[src/lia_pkg.sv]
// Shared types, constants and ranking functions for the lobe integral and
// amplitude top-three unit. No dependencies.
`default_nettype none

package lia_pkg;

    localparam int SAMPLE_W = 16;
    localparam int DIFF_W   = SAMPLE_W + 1;
    localparam int INT_W    = 40;
    localparam int ACC_W    = INT_W + 1;
    localparam int SUM_W    = ACC_W + 1;
    localparam int AMP_W    = 16;
    localparam int TOP_N    = 3;

    localparam logic signed [SUM_W-1:0] INT_LIMIT = SUM_W'((64'd1 << INT_W) - 64'd1);

    localparam logic MODE_PROCESS = 1'b0;
    localparam logic MODE_CLEAR   = 1'b1;

    typedef struct packed {
        logic                       mode;
        logic signed [SAMPLE_W-1:0] sample;
    } t_in_req;

    typedef struct packed {
        logic [INT_W-1:0] best_integral;
        logic [INT_W-1:0] second_integral;
        logic [INT_W-1:0] third_integral;
        logic [AMP_W-1:0] best_amplitude;
        logic [AMP_W-1:0] second_amplitude;
        logic [AMP_W-1:0] third_amplitude;
        logic             lobe_closed;
    } t_out_req;

    typedef struct packed {
        logic             closed;
        logic [INT_W-1:0] abs_integral;
        logic [AMP_W-1:0] peak;
    } t_lobe_evt;

    typedef logic [TOP_N-1:0][INT_W-1:0] t_int_list;
    typedef logic [TOP_N-1:0][AMP_W-1:0] t_amp_list;

    function automatic t_int_list rank_int(t_int_list l, logic [INT_W-1:0] v);
        t_int_list r;
        r = l;
        if (v > l[0]) begin
            r[2] = l[1];
            r[1] = l[0];
            r[0] = v;
        end else if (v > l[1]) begin
            r[2] = l[1];
            r[1] = v;
        end else if (v > l[2]) begin
            r[2] = v;
        end
        return r;
    endfunction

    function automatic t_amp_list rank_amp(t_amp_list l, logic [AMP_W-1:0] v);
        t_amp_list r;
        r = l;
        if (v > l[0]) begin
            r[2] = l[1];
            r[1] = l[0];
            r[0] = v;
        end else if (v > l[1]) begin
            r[2] = l[1];
            r[1] = v;
        end else if (v > l[2]) begin
            r[2] = v;
        end
        return r;
    endfunction

endpackage

`default_nettype wire

[src/lobe_integral_amplitude_top3_unit.sv]
// Top level of the lobe integral and amplitude top-three unit: input
// register, lobe tracker, ranking lists and result register.
// Depends on lia_pkg and lia_lobe.
//
//   channel  direction  handshake             payload
//   input    in         i_valid / o_stall     i_req  (t_in_req)
//   result   out        o_valid / i_stall     o_rsp  (t_out_req)
//   config   in         i_cfg_we              i_cfg_data (baseline)
//
// One request per cycle sustained while no result is held; a request's result
// passes through the input register, then the result register.
// The lobe update and both list insertions are combinational, registered on advance.
// Synchronous active-low reset clears the baseline, lobe state and lists.
// A held result stalls the input only once the input register is also full.
`default_nettype none

module lobe_integral_amplitude_top3_unit (
    input  wire logic                                i_clk,
    input  wire logic                                i_rst_n,
    input  wire logic                                i_valid,
    output logic                                     o_stall,
    input  wire lia_pkg::t_in_req                    i_req,
    output logic                                     o_valid,
    input  wire logic                                i_stall,
    output lia_pkg::t_out_req                        o_rsp,
    input  wire logic                                i_cfg_we,
    input  wire logic signed [lia_pkg::SAMPLE_W-1:0] i_cfg_data
);
    import lia_pkg::*;

    logic                       r_in_valid;
    t_in_req                    r_in;
    logic                       r_out_valid;
    t_out_req                   r_out;
    logic signed [SAMPLE_W-1:0] r_baseline;
    t_int_list                  r_top_int;
    t_int_list                  n_top_int;
    t_amp_list                  r_top_amp;
    t_amp_list                  n_top_amp;

    logic      out_ready;
    logic      advance;
    t_lobe_evt evt;
    t_out_req  n_out;

    assign out_ready = !r_out_valid || !i_stall;
    assign advance   = r_in_valid && out_ready;
    assign o_stall   = r_in_valid && !out_ready;
    assign o_valid   = r_out_valid;
    assign o_rsp     = r_out;

    lia_lobe u_lobe (
        .i_clk      (i_clk),
        .i_rst_n    (i_rst_n),
        .i_en       (advance),
        .i_req      (r_in),
        .i_baseline (r_baseline),
        .o_evt      (evt)
    );

    always_comb begin
        n_top_int = r_top_int;
        n_top_amp = r_top_amp;
        if (r_in.mode == MODE_CLEAR) begin
            n_top_int = '0;
            n_top_amp = '0;
        end else if (evt.closed) begin
            n_top_int = rank_int(r_top_int, evt.abs_integral);
            n_top_amp = rank_amp(r_top_amp, evt.peak);
        end
    end

    always_comb begin
        n_out.best_integral    = n_top_int[0];
        n_out.second_integral  = n_top_int[1];
        n_out.third_integral   = n_top_int[2];
        n_out.best_amplitude   = n_top_amp[0];
        n_out.second_amplitude = n_top_amp[1];
        n_out.third_amplitude  = n_top_amp[2];
        n_out.lobe_closed      = evt.closed;
    end

    always_ff @(posedge i_clk) begin
        if (!i_rst_n) begin
            r_baseline <= '0;
        end else if (i_cfg_we) begin
            r_baseline <= i_cfg_data;
        end
    end

    always_ff @(posedge i_clk) begin
        if (!i_rst_n) begin
            r_in_valid <= 1'b0;
        end else if (i_valid && !o_stall) begin
            r_in_valid <= 1'b1;
        end else if (advance) begin
            r_in_valid <= 1'b0;
        end
    end

    always_ff @(posedge i_clk) begin
        if (i_valid && !o_stall) begin
            r_in <= i_req;
        end
    end

    always_ff @(posedge i_clk) begin
        if (!i_rst_n) begin
            r_top_int <= '0;
            r_top_amp <= '0;
        end else if (advance) begin
            r_top_int <= n_top_int;
            r_top_amp <= n_top_amp;
        end
    end

    always_ff @(posedge i_clk) begin
        if (!i_rst_n) begin
            r_out_valid <= 1'b0;
        end else if (out_ready) begin
            r_out_valid <= r_in_valid;
        end
    end

    always_ff @(posedge i_clk) begin
        if (advance) begin
            r_out <= n_out;
        end
    end

endmodule

`default_nettype wire

[src/lia_lobe.sv]
// Lobe tracker: baseline subtraction, saturating running integral and
// running peak, with sign-flip detection. Depends on lia_pkg.
`default_nettype none

module lia_lobe (
    input  wire logic                                i_clk,
    input  wire logic                                i_rst_n,
    input  wire logic                                i_en,
    input  wire lia_pkg::t_in_req                    i_req,
    input  wire logic signed [lia_pkg::SAMPLE_W-1:0] i_baseline,
    output lia_pkg::t_lobe_evt                       o_evt
);
    import lia_pkg::*;

    logic signed [ACC_W-1:0]  r_integral;
    logic signed [ACC_W-1:0]  n_integral;
    logic [AMP_W-1:0]         r_peak;
    logic [AMP_W-1:0]         n_peak;

    logic signed [DIFF_W-1:0] diff;
    logic [DIFF_W-1:0]        diff_abs;
    logic [AMP_W-1:0]         mag;
    logic [ACC_W-1:0]         int_abs;
    logic signed [SUM_W-1:0]  sum;
    logic signed [SUM_W-1:0]  sum_sat;
    logic                     int_pos;
    logic                     int_neg;
    logic                     flip;

    always_comb begin
        diff     = DIFF_W'($signed(i_req.sample)) - DIFF_W'($signed(i_baseline));
        diff_abs = diff[DIFF_W-1] ? DIFF_W'(-diff) : DIFF_W'(diff);
        mag      = diff_abs[AMP_W-1:0];
        int_neg  = r_integral[ACC_W-1];
        int_pos  = !r_integral[ACC_W-1] && (r_integral != '0);
        flip     = (int_pos && diff[DIFF_W-1]) ||
                   (int_neg && !diff[DIFF_W-1] && (diff != '0));
        int_abs  = int_neg ? ACC_W'(-r_integral) : ACC_W'(r_integral);
        sum      = SUM_W'(r_integral) + SUM_W'(diff);
        if (sum > INT_LIMIT) begin
            sum_sat = INT_LIMIT;
        end else if (sum < -INT_LIMIT) begin
            sum_sat = -INT_LIMIT;
        end else begin
            sum_sat = sum;
        end
    end

    always_comb begin
        n_integral = r_integral;
        n_peak     = r_peak;
        if (i_req.mode == MODE_CLEAR) begin
            n_integral = '0;
            n_peak     = '0;
        end else if (flip) begin
            n_integral = ACC_W'(diff);
            n_peak     = mag;
        end else begin
            n_integral = sum_sat[ACC_W-1:0];
            if (mag > r_peak) begin
                n_peak = mag;
            end
        end
    end

    always_comb begin
        o_evt.closed       = (i_req.mode == MODE_PROCESS) && flip;
        o_evt.abs_integral = int_abs[INT_W-1:0];
        o_evt.peak         = r_peak;
    end

    always_ff @(posedge i_clk) begin
        if (!i_rst_n) begin
            r_integral <= '0;
            r_peak     <= '0;
        end else if (i_en) begin
            r_integral <= n_integral;
            r_peak     <= n_peak;
        end
    end

endmodule

`default_nettype wire

[config.mk]
export PLATFORM = sky130hd
export DESIGN_NAME = lobe_integral_amplitude_top3_unit
export DESIGN_NICKNAME = d
export VERILOG_FILES = /design/src/lia_pkg.sv /design/src/lobe_integral_amplitude_top3_unit.sv /design/src/lia_lobe.sv
export SDC_FILE = /design/constraint.sdc
export NUM_CORES = 1
export LEC_CHECK = 0
export ABC_AREA = 1
export BUFFER_PORTS_ARGS = -buffer_cell sky130_fd_sc_hd__buf_2
export CAP_MARGIN = 20
export CORE_AREA = 2 2 280 282
export CTS_CLUSTER_SIZE = 25
export DETAILED_ROUTE_END_ITERATION = 16
export DIE_AREA = 0 0 282 284
export MAX_ROUTING_LAYER = met4
export PLACE_DENSITY = 0.7
export SLEW_MARGIN = 15
export SYNTH_ARGS = -nofsm -noshare
export SYNTH_HDL_FRONTEND = slang
export SYNTH_HIERARCHICAL = 1
export SYNTH_SLANG_ARGS = --single-unit
[constraint.sdc]
create_clock -name i_clk -period 9.9 [get_ports i_clk]
set_input_delay 0.99 -clock i_clk [delete_from_list [all_inputs] [get_ports i_clk]]
set_output_delay 0.99 -clock i_clk [all_outputs]
set_load 0.02 [all_outputs]
Word-level counts from Yosys, hierarchy flattened
Index checks and enable logic that the tools add are counted.

Bits in registers: 429. Input bits: 38. Output and inout port bits: 171. Logic and storage cells: 80.

Add/subtract/negate cells: 4. $lt $le $gt $ge: 9. Muxes and demuxes: 25. Bitwise operators: 1. Reduce and logical (&&, ||, !) cells: 21.

Operator list (number): $mux 120 (2); $mux 40 (5); $mux 41 (4); $mux 16 (8); $gt 40x40->1 (3); $mux 48 (2); $mux 80 (1); $gt 16x16->1 (4); $add 41x17->42 (1); $gt 42x41->1 const B (1); $lt 42x41->1 const B (1); $reduce_bool 41->1 (1); $neg 40->40 (1); $mux 32 (1); $reduce_bool 17->1 (1); $sub 16x16->17 (1); $neg 16->16 (1); $logic_and 1x1->1 (8); $logic_not 1->1 (6); $reduce_bool 3->1 (1); $logic_or 1x1->1 (2); $mux 1 (2); $reduce_and 2->1 (1); $reduce_bool 2->1 (1); $not 1->1 (1).

Longest topological paths before layout
Gate-level depths: netlist of run 1.

Depth after elaboration: 8. Gate-level depth with buffers: 35. Mapped depth without buffers: 34.

Cells and area by module
Netlist of run 1, hierarchy kept.

By module, submodules not included: lobe_integral_amplitude_top3_unit (instances 1, cells each 2886, area an instance 21667.0 sq um, sequential area each 9308.9 sq um); lia_lobe (instances 1, cells each 1625, area an instance 8871.0 sq um, sequential area each 1141.1 sq um).

Worst setup path before layout of run 1
OpenSTA, ideal clock, no wires.

Path kind: input -> register. Start: input i_stall. End: register u_lobe.r_integral[20]. Setup time: 0.070 ns. Arrival time: 9.296 ns. Required time: 9.830 ns. Setup slack: 0.534 ns. Stages on the path: 10. Path buffers: 3. Cells stage by stage: a21oi_1 > clkbuf_1 > buf_1 > clkinv_1 > nor2_1 > o21ai_0 > inv_1 > buf_2 > nand2_1 > a21oi_1.

Word-level cells in the longest chain between the ends: 3.

Ends and longest elaborated chain: start, declared (line lobe_integral_amplitude_top3_unit.sv:24) `input wire logic i_stall,`; $logic_not 1->1 (line lobe_integral_amplitude_top3_unit.sv:46) `assign out_ready = !r_out_valid || !i_stall;`; $logic_or 1x1->1 (line lobe_integral_amplitude_top3_unit.sv:46); $logic_and 1x1->1 (line lobe_integral_amplitude_top3_unit.sv:47) `assign advance = r_in_valid && out_ready;`; net advance (line lobe_integral_amplitude_top3_unit.sv:42) `logic advance;`; end signal, assigned (line lia_lobe.sv:77) `r_integral <= n_integral;`; end, declared (line lia_lobe.sv:15) `logic signed [ACC_W-1:0] r_integral;`.

The timed path passes the listed nets, and every way through them passes these cells. A chain may end at the register's enable or synchronous reset.

==> results.cfg, run 1 <==
[layout]
syn_to_final_growth_pct = 11.6
finalNetCount = 4887
finalNonFillerCells = 5683
drive_gt1_frac = 0.0784
fin_util = 0.443

[floorplan]
dieArea_um2 = 80100
initial_core_util = 0.397
io_pins = 209
core-area_um2 = 77000
fp.dieH_um = 284
die_w_um = 282
row_count = 102

[critical_path]
startpoint = u_lobe/r_integral[2]$_SDFFE_PN0P_
r2r_start = u_lobe/r_integral[2]$_SDFFE_PN0P_
path_class = flip-flop to flip-flop
worstSetupStartpointType = flip-flop
ff2ff_setup_slack_ps = 2910
cp-end-kind = flip-flop
r2r-end = o_rsp[80]$_DFFE_PP_
cp_max_fo = 42
cp.arrival_ps = 7350
r2r.worst_path.cells = 27
endpoint = o_rsp[80]$_DFFE_PP_
cp.required_ps = 10270

[synthesis]
async_flop_share = 0
synth_top_cell_by_area = edfxtp_1
syn_area_um2 = 30500
synth_edf_count = 186
synth_warnings = 6
synthCells = 4511
synthesis.nets = 4798
synth_top_area_frac = 0.183
yosys-top-cells-area = edfxtp_1 18%, dfxtp_1 16%, nand2_1 14%
synth.ff_latch_count = 429
synth-main-ff-cell = dfxtp_1
yosysSeqAreaShare = 0.342
syn_avg_cell_area_um2 = 6.77
synthDistinctLibCells = 51

[status]
status = completed

[global_routing]
grt_usage = 0.245
grt_remaining_overflow = 0
grt_first_pass_wirelength_um = 153000
grt_pass1_vias = 27600
antenna_found_initial = 4
grt_start_max_net_pins = 119

[placed_design]
io_buffers = 208
place.detailed.hpwl_um = 70400
dp_slack_ps = 2980
place_congestion = 0.951
dp_cells = 5585

[clock_network]
htreeDepth = 2
cts_sinks = 429
clk_latency_ps = 630
cts_root_buf = clkbuf_16
clk_pin_slew_worst_paths_ps = 60
cts_buffers = 50
cts_buffer_depth = 3
holdBufCountCts = 0
post_cts_resized = 0
post_cts_buffers = 0
cts_tree = yes

[timing]
fmax_ghz = 0.143
finalCritPeriodShare = 0.706
fin_hold_ws_ps = 498
relSlewSlack = 0.295
rsz0062_at_grt = false
finalSetupTns_ps = 0
setup_viol = 0
finClkSkew_ps = 44.0
post-route-worst-setup-slack_ps = 2910
hold_violations = 0
layout_min_cycle_time_ps = 6990
maxSlewViolCount = 0
worst_slew_pin_slew_ps = 1060

[power_and_ir_drop]
ir_drop_v = 0.000183
p_leak_nw = 17.2
powerDensity_nw_per_um2 = 211

[detailed_routing]
drt_iter0_drc = 3083
postRouteAntennaNets = 0
dr.pass1.iters = 7
vias = 29700
wl_per_cell_um = 17.0
route.detailed.drc = 0
wl_um = 96800
viasPerCell = 5.22

[min_path]
holdCritPathClass = flip-flop to flip-flop

[run]
cap_violations = 0
## synthesized netlist by cell type, types with 2 or more instances
master    instances
nand2_1        1140
inv_1           741
a21oi_1         537
nand3_1         435
o21ai_0         307
ha_1            247
dfxtp_1         243
nor2_1          242
edfxtp_1        186
clkbuf_1        148
xor2_1           43
nand4_1          34
nor3_1           30
buf_2            29
xnor2_1          23
nand3b_1         15
buf_1            12
a21o_1            7
buf_6             7
o21bai_1          7
nand2_4           6
o211ai_1          6
o21ai_1           6
and2_1            5
inv_2             5
a31oi_1           4
nor2_2            4
nand2_2           3
nor4_1            3
o21ai_2           3
or2_2             3
xor2_2            3
a221oi_1          2
buf_4             2
clkinv_1          2
fa_1              2
nor2_4            2
nor3_2            2
o21a_1            2
or2_1             2
## stage by stage
step | area (um^2) | total power, W
6_report | 34100 | 0.00721
5_1_grt | 34100 | 0.00772
4_1_cts | 34000 | 0.00719
3_5_place_dp | 32200 | 0.00516
3_3_place_gp | 32200 | 0.00511
2_1_floorplan | 30500 | 0.00438
## registers in the layout, summed over array words and instances, names as in the netlist
name	count
o_rsp	169
o_valid	1
r_baseline	16
r_in	17
r_in_valid	1
r_top_amp	48
r_top_int	120
u_lobe/r_integral	41
u_lobe/r_peak	16
## power by group
part           leakage (nW)  total, W  internal, W  switching (W)
clock                 0.859   0.00201      0.00118       0.000830
sequential             3.80   0.00211      0.00201       0.000105
combinational          12.5   0.00308     0.000914        0.00217
total                  17.2   0.00721      0.00410        0.00310
## cells by family (layout without fill, tap and decap cells)
family          count (synthesis)  count (layout)  share of synthesized area
buf+inv                       947            1078                      0.120
flops                         429             429                      0.342
simple gates                 1929            1929                      0.266
other cells                     0               1                          0
compound gates                888             888                      0.150
xor+xnor                       69              69                     0.0205
fa+ha+maj                     249             249                      0.103
## cell type report
type / count / area (um^2)
Fill cell: 7921 / 42900
Multi-Input combinational cell: 3135 / 16400
Sequential cell: 429 / 10500
Inverter: 749 / 2820
Clock buffer: 61 / 1380
Tap cell: 1040 / 1300
Timing Repair Buffer: 235 / 1290
Clock inverter: 33 / 409
Antenna cell: 1 / 2.50
## per-layer routing
layer / track usage / up-vias / wire length [um]
li1: - / 14800 / -
met1: 0.334 / 13700 / 43500
met2: 0.377 / 1037 / 43300
met3: 0.0300 / 145 / 7010
met4: 0.0770 / 0 / 2920
met5: - / - / 0
## cell usage in the layout (no fill, tap or decap), types with 3 or more instances in the layout
cell and count:
buf_2 207, nand3b_1 15, o21ai_2 3, inv_1 739
edfxtp_1 186, clkbuf_16 52, nor3_1 30, clkinvlp_4 7
a31oi_1 4, nand2_1 1140, a21o_1 7, xor2_2 3
nor2_2 5, nor4_1 3, clkbuf_1 5, or2_2 3
nand2_2 3, inv_2 6, dfxtp_1 243, xor2_1 43
xnor2_1 23, nor2_1 241, o21bai_1 7, nand2_4 6
nand3_1 435, o21ai_0 307, and2_1 5, bufinv_16 7
clkinv_8 3, clkinv_2 11, buf_4 25, a21oi_1 536
inv_6 4, clkinv_1 3, o21ai_1 6, clkbuf_8 4
o211ai_1 6, ha_1 247, nand4_1 34
## worst min-delay path by stage
| stage | from | to | slack [ps] | cells after the start |
|---|---|---|---|---|
| floorplan | r_in_valid$_SDFFE_PN0P_ | o_valid$_SDFFE_PN0P_ | 450 | 2 |
| global placement | r_baseline[5]$_SDFFE_PN0P_ | r_baseline[5]$_SDFFE_PN0P_ | 480 | 2 |
| detailed placement | r_baseline[12]$_SDFFE_PN0P_ | r_baseline[12]$_SDFFE_PN0P_ | 480 | 2 |
| CTS | r_baseline[12]$_SDFFE_PN0P_ | r_baseline[12]$_SDFFE_PN0P_ | 500 | 2 |
| global route | i_req[9] | r_in[9]$_DFFE_PP_ | 530 | 1 |
| finish | r_baseline[12]$_SDFFE_PN0P_ | r_baseline[12]$_SDFFE_PN0P_ | 500 | 2 |
## worst max-delay path, stage by stage, from the launching register on
cell and delay (ps):
dfxtp_1 360, nor2_1 150, nand3_1 110, nand3b_1 180, nor3_1 270, nand3_1 150
nor3_1 440, nand2_1 190, nor4_1 340, nor2_1 130, a21oi_1 180, xor2_1 400
ha_1 210, nand2_1 100, nor2_1 140, nand3_1 100, nor2_2 120, nand2_1 80
nor2_1 110, nor2_1 70, nand2_4 420, nand2_4 500, nand2_4 650, clkinv_2 810
nand3_1 270, nand2_1 90, nand2_1 100, inv_1 60
Power figures use the tool's default switching activity.
==> inputs of run 2 (changes only) <==
--- a/config.mk
+++ b/config.mk
@@ -13,7 +13,7 @@
 export DETAILED_ROUTE_END_ITERATION = 16
 export DIE_AREA = 0 0 282 284
 export MAX_ROUTING_LAYER = met4
-export PLACE_DENSITY = 0.7
+export PLACE_DENSITY = 0.68
 export SLEW_MARGIN = 15
 export SYNTH_ARGS = -nofsm -noshare
 export SYNTH_HDL_FRONTEND = slang
==> constraint.sdc (replaced) <==
create_clock -name i_clk -period 7.3 [get_ports i_clk]
set_input_delay 0.73 -clock i_clk [delete_from_list [all_inputs] [get_ports i_clk]]
set_output_delay 0.73 -clock i_clk [all_outputs]
set_load 0.02 [all_outputs]
==> run 2 against run 1 <==
Compared with the run above: fmax rose by 7.9%; clock power rose by 37%; critical path type unchanged; total power up 37%; highest routed layer unchanged; non-clock buffer count up 1; utilization hardly changed; clock skew is 24 ps lower; setup slack worse by 2100 ps; sequential power rose by 36%; count of clock-buffer cells in the layout increased by 10; via count increased by 0.90%; wire length grew 3.9%.
==> results.cfg, run 2 (same netlist as run 1, synthesis figures left out) <==
[status]
status = completed

[power_and_ir_drop]
powerDensity_nw_per_um2 = 290
p_leak_nw = 17.2
p_seq_frac = 0.289
swShare = 0.432
ir_drop_v = 0.000201
switchingPower_w = 0.00427
power_w = 0.00988
cellInternalPower_w = 0.00561
combPwrFrac = 0.433
clkPwrFrac = 0.278

[critical_path]
r2r-end = o_rsp[59]$_DFFE_PP_
critPathMaxStageDelay_ps = 620
cp-end-kind = flip-flop
worstSetupStartpointType = flip-flop
endpoint = o_rsp[59]$_DFFE_PP_
crit_top_cell = nand2_1
cp.arrival_ps = 6840
r2r_start = u_lobe/r_integral[1]$_SDFFE_PN0P_
cp.required_ps = 7660
r2r.worst_path.cells = 32
path_class = flip-flop to flip-flop
crit_slowest_cell = clkinv_2
ff2ff_setup_slack_ps = 820
cp_max_fo = 41
startpoint = u_lobe/r_integral[1]$_SDFFE_PN0P_

[global_routing]
grt_usage = 0.252
antenna_found_initial = 2
grt_first_pass_wirelength_um = 156000
grt_remaining_overflow = 0
grt_pass1_vias = 27800
grt_start_max_net_pins = 222

[placed_design]
place_congestion = 0.972
place.detailed.hpwl_um = 72400
io_buffers = 208

[clock_network]
post_cts_resized = 0
holdBufCountCts = 0
htreeDepth = 2
cts_buffer_depth = 3
cts_tree = yes
clk_pin_slew_worst_paths_ps = 60
cts_buffers = 51
clk_latency_ps = 620
post_cts_buffers = 0
cts_root_buf = clkbuf_16
cts_sinks = 429

[layout]
drive_gt1_frac = 0.0777
fillers = 7908
syn_to_final_growth_pct = 11.7
multi_input_area_um2 = 16400
most-common-layout-cells = 1140 x nand2_1, 739 x inv_1, 536 x a21oi_1, 435 x nand3_1, 307 x o21ai_0
largest_register_ffs = 169
diodes = 0
finalNetCount = 4889
seq_area_um2 = 10500
fin_util = 0.443
final_common_cell = nand2_1

[floorplan]
io_pins = 209
initial_core_util = 0.397
core-area_um2 = 77000
row_count = 102
die_w_um = 282
dieArea_um2 = 80100
fp.dieH_um = 284

[timing]
relSlewSlack = 0.248
worst_slew_pin_slew_ps = 1130
finalSetupTns_ps = 0
rsz0062_at_grt = false
maxSlewViolCount = 0
setup_viol = 0
fin_hold_ws_ps = 293
fmax_ghz = 0.154
finClkSkew_ps = 19.9
finalCritPeriodShare = 0.887
hold_violations = 0
layout_min_cycle_time_ps = 6480

[detailed_routing]
wl_per_cell_um = 17.7
viasPerCell = 5.27
route.detailed.drc = 0
postRouteAntennaNets = 0
vias = 29900
wl_um = 100000
dr.pass1.iters = 9
wl_met3_um = 7490
wl_met2_um = 44300
top_layer_used = met4
wl_met1_um = 45300
drt_iter0_drc = 3044

[run]
cap_violations = 0

[min_path]
holdCritPathClass = input pin to flip-flop
## run 2: area by class of cell
| cell class | instances | share of cell area |
|---|---|---|
| multi-input combinational | 3135 | 0.482 |
| sequential | 429 | 0.306 |
| inverter | 749 | 0.0826 |
| clock buffer | 71 | 0.0438 |
| tap | 1040 | 0.0382 |
| timing repair buffer | 236 | 0.0375 |
| clock inverter | 25 | 0.00903 |
## run 2: metrics by stage
| stage | cell area (um^2) | setup WS (ps) | instances |
|---|---|---|---|
| after global routing | 34100 | 141 | 5685 |
| after floorplan | 30500 | 1510 | 4511 |
| final | 34100 | 824 | 5685 |
| after CTS | 34100 | 968 | 5685 |
| after detailed placement | 32300 | 1000 | 5589 |
| after global placement | 32300 | 1050 | 5589 |
## run 2: worst max-delay path, delay by kind of cell, from the launching register on
| family | cells | cell delay [ps] |
|---|---|---|
| buffers and inverters | 6 | 1270 |
| AND/OR/NAND/NOR | 22 | 3600 |
| AO/OA/AOI/OAI | 1 | 140 |
| flip-flops | 1 | 320 |
| adder cells (fa/ha/maj) | 2 | 380 |
| XOR/XNOR | 1 | 460 |
## run 2: worst min path at each step
stage,end,cells after the start,from
after floorplan,o_valid$_SDFFE_PN0P_,2,r_in_valid$_SDFFE_PN0P_
after global placement,r_baseline[8]$_SDFFE_PN0P_,2,r_baseline[8]$_SDFFE_PN0P_
after detailed placement,r_baseline[13]$_SDFFE_PN0P_,2,r_baseline[13]$_SDFFE_PN0P_
after CTS,r_in[9]$_DFFE_PP_,1,i_req[9]
after global routing,r_in[9]$_DFFE_PP_,1,i_req[9]
final,r_in[7]$_DFFE_PP_,1,i_req[7]
## run 2: power groups by stage
stage	registers (W)	logic (W)	clock network, W
2_1_floorplan	0.00295	0.00299	0
3_3_place_gp	0.00291	0.00415	0
3_5_place_dp	0.00291	0.00418	0
4_1_cts	0.00286	0.00420	0.00280
5_1_grt	0.00288	0.00477	0.00289
6_report	0.00286	0.00427	0.00275
## run 2: routing by layer
metal  vias to the layer above  global-route usage
met4                         0              0.0874
li1                      14800                   -
met3                       180              0.0287
met5                         -                   -
met1                     13700               0.346
met2                      1219               0.381
